--- src/hw/rtl/mavg_pkg.sv ---
// package for the moving average filter unit
// holds default sizes, the opcode and controller state types; no dependencies
`timescale 1ns / 1ps

package mavg_pkg;

   localparam int DEFAULT_MAX_WINDOW  = 64;
   localparam int DEFAULT_SAMPLE_BITS = 16;
   localparam int LENGTH_BITS         = 7;

   typedef enum logic {
      OP_FILTER = 1'b0,
      OP_CLEAR  = 1'b1
   } mavg_opcode_type;

   typedef enum logic [2:0] {
      ST_IDLE,
      ST_UPDATE,
      ST_SETUP,
      ST_DIVIDE,
      ST_FINISH
   } mavg_state_type;

endpackage

--- src/hw/rtl/moving_average_filter_unit.sv ---
// moving average filter unit: sample ring in a synchronous ram, running sum,
// bit-serial divider by the window length; depends on mavg_pkg
`timescale 1ns / 1ps

// Moving average over the last window_length signed samples. A filter word
// reads the oldest sample from the ring ram, swaps in the new one, updates an
// exact running sum and divides it by the window length, truncating toward
// zero. The divider is restoring and retires one quotient bit per cycle over
// the SAMPLE_BITS + clog2(MAX_WINDOW) bit sum. A filter word passes through
// the update, setup, divide and finish states, and no new word is accepted
// until it is done; its result sits in an output register while the unit
// goes on with the next word, whose finish waits until that result is
// taken. A clear word gives no result. A clear word or a write of
// window_length empties the ring at once: no clearing pass runs, a wrap flag
// marks whether the ring entry at the write position holds a sample since the
// last clear (entries are written in order from position zero), and an unwritten
// entry reads as zero. window_length 0 acts as 1, values above MAX_WINDOW act
// as MAX_WINDOW. Write the length only while the unit is idle.
module moving_average_filter_unit #(
   parameter int MAX_WINDOW  = mavg_pkg::DEFAULT_MAX_WINDOW,
   parameter int SAMPLE_BITS = mavg_pkg::DEFAULT_SAMPLE_BITS
) (
   input  logic                                 clock,
   input  logic                                 reset,
   // input words
   input  logic                                 req_valid,
   output logic                                 req_stall,
   input  logic                                 req_opcode,
   input  logic signed [SAMPLE_BITS-1:0]        req_sample,
   // result words
   output logic                                 rsp_valid,
   input  logic                                 rsp_stall,
   output logic signed [SAMPLE_BITS-1:0]        rsp_average,
   // window length register
   input  logic                                 csr_write_enable,
   input  logic [mavg_pkg::LENGTH_BITS-1:0]     csr_write_data
);
   import mavg_pkg::*;

   localparam int POS_W = (MAX_WINDOW > 1) ? $clog2(MAX_WINDOW) : 1;
   localparam int LEN_W = $clog2(MAX_WINDOW + 1);
   localparam int SUM_W = SAMPLE_BITS + $clog2(MAX_WINDOW);
   localparam int CNT_W = $clog2(SUM_W);

   // controller
   mavg_state_type state_ff, state_in;

   // architectural state
   logic [LEN_W-1:0]              len_ff, len_in;
   logic [POS_W-1:0]              pos_ff, pos_in;
   logic signed [SUM_W-1:0]       sum_ff, sum_in;
   logic                          wrapped_ff, wrapped_in;

   // sample ring
   logic [SAMPLE_BITS-1:0]        ring_mem [MAX_WINDOW];
   logic [SAMPLE_BITS-1:0]        rd_data_ff;

   // working registers
   logic signed [SAMPLE_BITS-1:0] sample_ff, sample_in;
   logic                          neg_ff, neg_in;
   logic [LEN_W:0]                rem_ff, rem_in;
   logic [SUM_W-1:0]              quo_ff, quo_in;
   logic [CNT_W-1:0]              cnt_ff, cnt_in;

   // output register
   logic                          rsp_valid_ff, rsp_valid_in;
   logic signed [SAMPLE_BITS-1:0] avg_ff, avg_in;

   // control decode
   logic take, take_filter, mem_we, fin_load, out_free;

   // datapath helpers
   logic [LEN_W-1:0]              csr_len;
   logic [POS_W-1:0]              pos_eff;
   logic [POS_W:0]                pos_inc;
   logic signed [SAMPLE_BITS-1:0] old_sample;
   logic signed [SUM_W-1:0]       sum_upd;
   logic [SUM_W-1:0]              sum_mag;
   logic [LEN_W:0]                rem_shift;
   logic [SAMPLE_BITS-1:0]        quo_low;

   assign out_free    = !rsp_valid_ff || !rsp_stall;
   assign take        = req_valid && !req_stall;
   assign take_filter = take && (req_opcode == OP_FILTER);

   // length clamp at write time
   always_comb begin
      if (csr_write_data == '0) begin
         csr_len = LEN_W'(1);
      end else if (32'(csr_write_data) > MAX_WINDOW) begin
         csr_len = LEN_W'(MAX_WINDOW);
      end else begin
         csr_len = LEN_W'(csr_write_data);
      end
   end

   // position past the window reads as zero
   assign pos_eff    = (32'(pos_ff) >= 32'(len_ff)) ? '0 : pos_ff;
   assign pos_inc    = {1'b0, pos_ff} + (POS_W + 1)'(1);
   assign old_sample = wrapped_ff ? $signed(rd_data_ff) : '0;
   assign sum_upd    = sum_ff - SUM_W'(old_sample) + SUM_W'(sample_ff);
   assign sum_mag    = sum_ff[SUM_W-1] ? SUM_W'(-sum_ff) : SUM_W'(sum_ff);
   assign rem_shift  = {rem_ff[LEN_W-1:0], quo_ff[SUM_W-1]};
   assign quo_low    = quo_ff[SAMPLE_BITS-1:0];

   // next state
   always_comb begin
      state_in = state_ff;
      unique case (state_ff)
         ST_IDLE: begin
            if (take_filter) state_in = ST_UPDATE;
         end
         ST_UPDATE: state_in = ST_SETUP;
         ST_SETUP:  state_in = ST_DIVIDE;
         ST_DIVIDE: begin
            if (cnt_ff == '0) state_in = ST_FINISH;
         end
         ST_FINISH: begin
            if (out_free) state_in = ST_IDLE;
         end
         default:   state_in = ST_IDLE;
      endcase
   end

   // controller outputs
   always_comb begin
      req_stall = 1'b1;
      mem_we    = 1'b0;
      fin_load  = 1'b0;
      unique case (state_ff)
         ST_IDLE:   req_stall = 1'b0;
         ST_UPDATE: mem_we    = 1'b1;
         ST_SETUP:  ;
         ST_DIVIDE: ;
         ST_FINISH: fin_load  = out_free;
         default:   ;
      endcase
   end

   // datapath next values
   always_comb begin
      len_in       = len_ff;
      pos_in       = pos_ff;
      sum_in       = sum_ff;
      wrapped_in   = wrapped_ff;
      sample_in    = sample_ff;
      neg_in       = neg_ff;
      rem_in       = rem_ff;
      quo_in       = quo_ff;
      cnt_in       = cnt_ff;
      avg_in       = avg_ff;
      rsp_valid_in = rsp_valid_ff && rsp_stall;

      case (state_ff)
         ST_IDLE: begin
            if (take && (req_opcode == OP_CLEAR)) begin
               sum_in     = '0;
               pos_in     = '0;
               wrapped_in = 1'b0;
            end else if (take_filter) begin
               sample_in = req_sample;
               pos_in    = pos_eff;
            end
         end
         ST_UPDATE: begin
            sum_in = sum_upd;
            if (32'(pos_inc) >= 32'(len_ff)) begin
               pos_in     = '0;
               wrapped_in = 1'b1;
            end else begin
               pos_in = pos_inc[POS_W-1:0];
            end
         end
         ST_SETUP: begin
            neg_in = sum_ff[SUM_W-1];
            quo_in = sum_mag;
            rem_in = '0;
            cnt_in = CNT_W'(SUM_W - 1);
         end
         ST_DIVIDE: begin
            // one restoring step per cycle
            if (rem_shift >= {1'b0, len_ff}) begin
               rem_in = rem_shift - {1'b0, len_ff};
               quo_in = {quo_ff[SUM_W-2:0], 1'b1};
            end else begin
               rem_in = rem_shift;
               quo_in = {quo_ff[SUM_W-2:0], 1'b0};
            end
            cnt_in = cnt_ff - CNT_W'(1);
         end
         ST_FINISH: begin
            if (fin_load) begin
               avg_in       = neg_ff ? $signed(-quo_low) : $signed(quo_low);
               rsp_valid_in = 1'b1;
            end
         end
         default: ;
      endcase

      // length write restarts the filter
      if (csr_write_enable) begin
         len_in     = csr_len;
         sum_in     = '0;
         pos_in     = '0;
         wrapped_in = 1'b0;
      end
   end

   // control state
   always_ff @(posedge clock) begin
      if (reset) begin
         state_ff     <= ST_IDLE;
         len_ff       <= LEN_W'(1);
         pos_ff       <= '0;
         sum_ff       <= '0;
         wrapped_ff   <= 1'b0;
         rsp_valid_ff <= 1'b0;
      end else begin
         state_ff     <= state_in;
         len_ff       <= len_in;
         pos_ff       <= pos_in;
         sum_ff       <= sum_in;
         wrapped_ff   <= wrapped_in;
         rsp_valid_ff <= rsp_valid_in;
      end
   end

   // payload registers
   always_ff @(posedge clock) begin
      sample_ff <= sample_in;
      neg_ff    <= neg_in;
      rem_ff    <= rem_in;
      quo_ff    <= quo_in;
      cnt_ff    <= cnt_in;
      avg_ff    <= avg_in;
   end

   // ring ram: read at acceptance, write back in the cycle after
   always_ff @(posedge clock) begin
      if (mem_we) ring_mem[pos_ff] <= sample_ff;
      if (take_filter) rd_data_ff <= ring_mem[pos_eff];
   end

   assign rsp_valid   = rsp_valid_ff;
   assign rsp_average = avg_ff;

   // checks
   a_pos_in_window: assert property (@(posedge clock) disable iff (reset)
      32'(pos_ff) < 32'(len_ff))
      else $error("write position outside window");

   a_len_nonzero: assert property (@(posedge clock) disable iff (reset)
      len_ff != '0)
      else $error("window length is zero");

   a_rem_below_len: assert property (@(posedge clock) disable iff (reset)
      (state_ff == ST_DIVIDE) |-> (rem_ff < {1'b0, len_ff}))
      else $error("divider remainder not below divisor");

   a_rsp_from_finish: assert property (@(posedge clock) disable iff (reset)
      $rose(rsp_valid_ff) |-> $past(state_ff == ST_FINISH))
      else $error("result raised outside finish");

   a_clear_empties: assert property (@(posedge clock) disable iff (reset)
      (take && (req_opcode == OP_CLEAR)) |=> (sum_ff == '0) && !wrapped_ff && (pos_ff == '0))
      else $error("clear word left state behind");

endmodule
--- config.mk ---
export PLATFORM = sky130hd
export DESIGN_NAME = moving_average_filter_unit
export DESIGN_NICKNAME = d
export VERILOG_FILES = /design/src/hw/rtl/mavg_pkg.sv /design/src/hw/rtl/moving_average_filter_unit.sv
export SDC_FILE = /design/constraint.sdc
export NUM_CORES = 2
export LEC_CHECK = 0
export CAP_MARGIN = 40
export CORE_ASPECT_RATIO = 0.8
export CORE_UTILIZATION = 50
export DETAILED_ROUTE_END_ITERATION = 7
export DONT_BUFFER_PORTS = 1
export PLACE_DENSITY_LB_ADDON = 0.15
export SYNTH_ARGS = -nofsm -noshare
export SYNTH_HDL_FRONTEND = slang
export SYNTH_SLANG_ARGS = --single-unit
--- constraint.sdc ---
create_clock -name clock -period 4.8 [get_ports clock]
set_input_delay 0.24 -clock clock [delete_from_list [all_inputs] [get_ports clock]]
set_output_delay 0.24 -clock clock [all_outputs]
set_load 0.005 [all_outputs]
# Yosys cells after proc, flatten, opt, wreduce, memory -nomap -nowiden
# Memories as Yosys holds them, arrays and structs flattened. A register that Yosys moved wholly into a read port is not among the register bits.
# Cells that the tools add are included.
# totals
out_inout_bits,18
inputBits,29
n_memories,1
word_cells,86
mem_bits_rw,1024
ff_bits,107
# memory_table
memory,depth,width,read_ports,rd_clocked_by_memory_dff,wr,line,source
ring_mem,64,16,1,1,1,moving_average_filter_unit.sv:55,logic [SAMPLE_BITS-1:0] ring_mem [MAX_WINDOW];
# classes
n_lt_le_gt_ge,4
reduce_logical,19
mux,31
n_eq_ne,10
bitwise,2
n_addsub,7
# ops
op,n
case mux 22 bit (2 select lines),2
two-way mux 22 bit,2
two-way mux 16 bit,2
two-way mux 6 bit,4
adder 22 x 16 -> 22 bit,1
negation 22 bit,1
subtractor 22 x 16 -> 22 bit,1
two-way mux 7 bit,3
negation 16 bit,1
case mux 3 bit (5 select lines),1
case mux 7 bit (2 select lines),1
case mux 6 bit (2 select lines),1
two-way mux 1 bit,10
case mux 5 bit (2 select lines),1
two-way mux 3 bit,3
AND reduction 3 bit,3
greater-or-equal comparator 8 x 7 -> 1 bit,1
"inequality test 2 bit, second input constant",4
"adder 6 x 1 -> 7 bit, second input constant",1
greater-or-equal comparator 6 x 7 -> 1 bit,1
greater-or-equal comparator 7 bit,1
"greater-than comparator 7 bit, second input constant",1
zero test 7 bit,1
subtractor 7 bit,1
16 further kinds,25

# Logic depth before layout (Yosys ltp)
# depth
word_depth,6
ltp_mapped,17
mapped_depth_nobuf,14

# Worst setup path before layout
# No wires, ideal clock.
# synth_timing
path_type,register to register
startpoint,register sample_ff[15]
endpoint,register sum_ff[21]
period_less_slack_ns,4.129
arrival_ns,4.011
n_path_buf,0
t_required_ns,4.683
setup_slack_ns,0.671
setup_time_ns,0.117
path_stages_with_launch,13
cell_sequence,edfxtp_1 inv_1 fa_1 inv_1 ha_1 and4_1 and3_1 and4_1 a2111oi_0 or3_1 nand3_1 a21oi_1 a21oi_1
# synth_between
elab_chain_len,2
# synth_rtl
element,line,source
start: declaration,moving_average_filter_unit.sv:59,"logic signed [SAMPLE_BITS-1:0] sample_ff, sample_in;"
start signal: assignment,moving_average_filter_unit.sv:230,sample_ff <= sample_in;
adder 22 x 16 -> 22 bit,moving_average_filter_unit.sv:101,assign sum_upd = sum_ff - SUM_W'(old_sample) + SUM_W'(sample_ff);
case mux 22 bit (2 select lines),moving_average_filter_unit.sv:154,case (state_ff)
end signal: assignment,moving_average_filter_unit.sv:222,sum_ff <= sum_in;
end: declaration,moving_average_filter_unit.sv:51,"logic signed [SUM_W-1:0] sum_ff, sum_in;"
# Every way passes these cells.
# A chain may end at the register's enable or synchronous reset.

# Worst setup path in the final report
# layout_timing
startpoint,register len_ff[2]
endpoint,"register rd_data_ff[1], read port of ring_mem, data pin"
# layout_between
elab_chain_len,2
# layout_rtl
element,line,source
start: declaration,moving_average_filter_unit.sv:49,"logic [LEN_W-1:0] len_ff, len_in;"
start signal: assignment,moving_average_filter_unit.sv:220,len_ff <= len_in;
greater-or-equal comparator 6 x 7 -> 1 bit,moving_average_filter_unit.sv:98,assign pos_eff = (32'(pos_ff) >= 32'(len_ff)) ? '0 : pos_ff;
two-way mux 6 bit,moving_average_filter_unit.sv:98,
end: declaration,moving_average_filter_unit.sv:56,logic [SAMPLE_BITS-1:0] rd_data_ff;
# Every way passes these cells.

==> impl_metrics.py <==
metrics = {
    "drt": {
        "drc": 0,
        "vias": 31400,
        "first_pass_iters": 5,
        "drt.antenna.violating_nets": 0,
        "drtIter0Drc": 4409,
        "detail_route.wirelength_mm": 141,
        "post_drt_via_cell_ratio": 6.25,
        "wire_per_inst_um": 28.0,
    },
    "synth": {
        "synth_cells": 3548,
        "seq_area_frac_synth_pct": 70.0,
        "synth-edff-count": 1107,
        "yosysMostFrequentCell": "edfxtp_1",
        "synth_commonest_cells": "edfxtp_1 (1107), nor2_1 (381), nand2_1 (281), inv_1 (181), a21oi_1 (143)",
        "ys.flop_type": "edfxtp_1",
        "syn-mean-instance-area_um2": 13.7,
        "yosys.area.top_type_share_pct": 68.4,
        "syn_area_um2": 48600,
        "synth_area_leader_cell": "edfxtp_1",
        "ys_seq_elements": 1147,
        "async_reset_ff_share_pct": 0,
        "synth_warnings": 0,
        "synthTopCellsByArea": "edfxtp_1 (68%), nor2_1 (2.9%), nand2_1 (2.2%)",
        "yosysUniqueCellTypes": 83,
        "syn_nets": 3645,
    },
    "sta": {
        "final_hold_viol_count": 0,
        "setup-tns-final_ns": 0,
        "clock_skew_ns": 0.0270,
        "fin_crit_ns": 4.19,
        "max_slew.worst_pin.slew_ns": 0.997,
        "final.period_utilization_pct": 87.3,
        "setup_viol": 0,
        "slew_viol_final": 0,
        "slew_headroom_pct": 33.5,
        "grt_setup_unrepaired": "false",
        "clock.fmax_mhz": 239,
    },
    "cts": {
        "htreeDepth": 3,
        "clock_sinks": 1147,
        "clockRootBuffer": "clkbuf_16",
        "numCtsBuffers": 112,
        "clk_pin_slew_worst_paths_ns": 0.06,
        "cts_setup_buffers": 0,
        "tritoncts": "done",
        "clockBufferDepth": 3,
        "clk_latency_ns": 0.69,
    },
    "setup_path": {
        "crit_family": "compound AO/OA/AOI/OAI gates",
        "path_buf_inv": 2,
        "crit_required_ns": 5.19,
        "criticalPathCategory": "register to register",
        "rr_worst_depth": 10,
        "cp_num_cells": 10,
        "cp_slowest_stage_delay_ns": 0.83,
        "crit_start": "len_ff[2]",
        "end_kind": "register",
        "critPathMaxFanout": 67,
        "r2r-start": "len_ff[2]",
        "cpMostUsedCell": "a21oi_1",
        "start_kind": "register",
        "crit_slowest_cell": "o32ai_1",
        "reg2reg_to": "rd_data_ff[1]",
        "crit_path_cell_trace": "inv_1 > ha_1 > a21oi_1 > o21a_1 > o21ai_4 > buf_12 > o311ai_0 > a21oi_1 > o32ai_1 > o21ai_1",
        "critPathArrivalTime_ns": 4.58,
        "endpoint": "rd_data_ff[1]",
        "reg2reg_slack_ns": 0.61,
    },
    "cells_and_area": {
        "area_growth_pct": 12.5,
        "stdcell_count": 5019,
        "seq_area_um2": 34000,
        "drive_gt1_share_pct": 11.8,
        "fin_nets": 3731,
        "multi_input_area_um2": 13000,
        "nFillCells": 7544,
    },
    "placement": {
        "gp_congestion": 0.950,
        "port_buffers": 0,
        "dp_hpwl_mm": 88.0,
        "place_inst": 4772,
    },
    "die": {
        "ios": 47,
        "die_area_um2": 98500,
        "dieWidth_um": 351,
        "die_h_um": 281,
        "fp.coreArea_um2": 95500,
        "rows": 101,
        "start_util_pct": 50.9,
    },
    "grt": {
        "first_global_vias": 29700,
        "grt_pass1_wl_mm": 204,
        "grt_overflow": 0,
        "antenna_found_initial": 20,
        "grt_max_degree": 197,
        "grt_usage_pct": 28.7,
    },
    "power_and_ir_drop": {
        "vdd.ir_drop.worst_uv": 290,
        "leakage_uw": 0.0179,
        "p_total_uw": 21200,
        "powerDensity_nw_per_um2": 389,
    },
    "min_path": {
        "hp-class": "input port to register",
    },
    "run": {
        "maxCapViolCount": 0,
    },
    "status": {
        "outcome": "complete, no violations",
    },
}
## cell usage in the layout (no fill, tap or decap), drive strengths merged, types with 22 or more instances in the layout
cell	netlist	final
a2111oi	49	49
a211oi	88	88
a21o	37	37
a21oi	147	147
a311oi	30	30
a31oi	34	34
and2	37	37
buf	76	151
clkbuf	137	137
clkinv	2	52
dfxtp	40	40
dlygate4sd3	0	32
edfxtp	1107	1107
fa	22	22
ha	46	46
inv	182	183
mux2i	105	105
nand2	281	281
nand3	38	38
nor2	381	381
nor3	32	32
o2111ai	31	31
o211ai	24	24
o21ai	167	167
o221ai	79	79
or2	50	50
or3	23	23
xnor2	50	50
## where the power goes
part	total [µW]	internal (µW)	switching (µW)
registers	11200	11100	83.7
clock network	8660	4970	3690
logic	1410	424	986
total	21200	16500	4760
## how the worst min path moves through the flow
stage	to	from	cells past startpoint	slack, ns
finish	sample_ff[13]	req_valid	2	0.07
detailed placement	state_ff[0]	reset	1	0.32
CTS	sample_ff[0]	req_valid	2	0.06
global placement	rsp_valid	reset	1	0.31
global route	sample_ff[2]	req_valid	2	0.09
floorplan	state_ff[1]	reset	1	0.32
## kinds of logic (layout without fill, tap and decap cells)
family,Yosys count,in the layout,share of synthesized area (%)
xor+xnor,56,56,1.01
flops,1147,1147,70.0
fa+ha+maj,68,68,2.09
mux,124,124,2.63
other cells,0,8,0
buf+inv,397,573,3.36
simple gates,895,895,8.06
compound gates,861,861,12.8
## metal layers
layer | part of all wire [%] | global-route usage [%]
met3 | 12 | 8.30
met2 | 42 | 40.6
met4 | 2.9 | 8.43
met5 | 0.047 | 0
met1 | 43 | 42.7
## flip-flops by register name, indices dropped and copies added, names as in the netlist, 6 cells and up
register     flops
pos_ff           6
ring_mem      1024
len_ff           7
rem_ff           7
rd_data_ff      16
sum_ff          22
sample_ff       16
quo_ff          22
rsp_average     16
## metrics by stage
stage | hold slack, ns | cell area (µm²) | setup WS (ns) | utilization [%]
after floorplan | 0.319 | 48600 | 0.671 | -
after global placement | 0.312 | 50500 | 0.877 | 52.9
after detailed placement | 0.318 | 50700 | 0.767 | 53.1
after CTS | 0.0554 | 54600 | 0.778 | 57.2
after global routing | 0.0942 | 54700 | 0.534 | 57.2
final | 0.0737 | 54700 | 0.607 | 57.2
## final cells by class
| type | count | share of cell area [%] |
|---|---|---|
| sequential | 1147 | 62.3 |
| multi-input combinational | 2004 | 23.8 |
| clock buffer | 135 | 5.36 |
| timing repair buffer | 185 | 3.17 |
| tap | 1287 | 2.94 |
| inverter | 184 | 1.26 |
| clock inverter | 69 | 1.20 |
| antenna | 8 | 0.0366 |
## what timing repair did
action	in CTS	in global routing
resized for setup	0	0
setup endpoints to repair	0	0
hold endpoints to repair	83	0
hold buffers	32	0
Power figures use the tool's default switching activity.
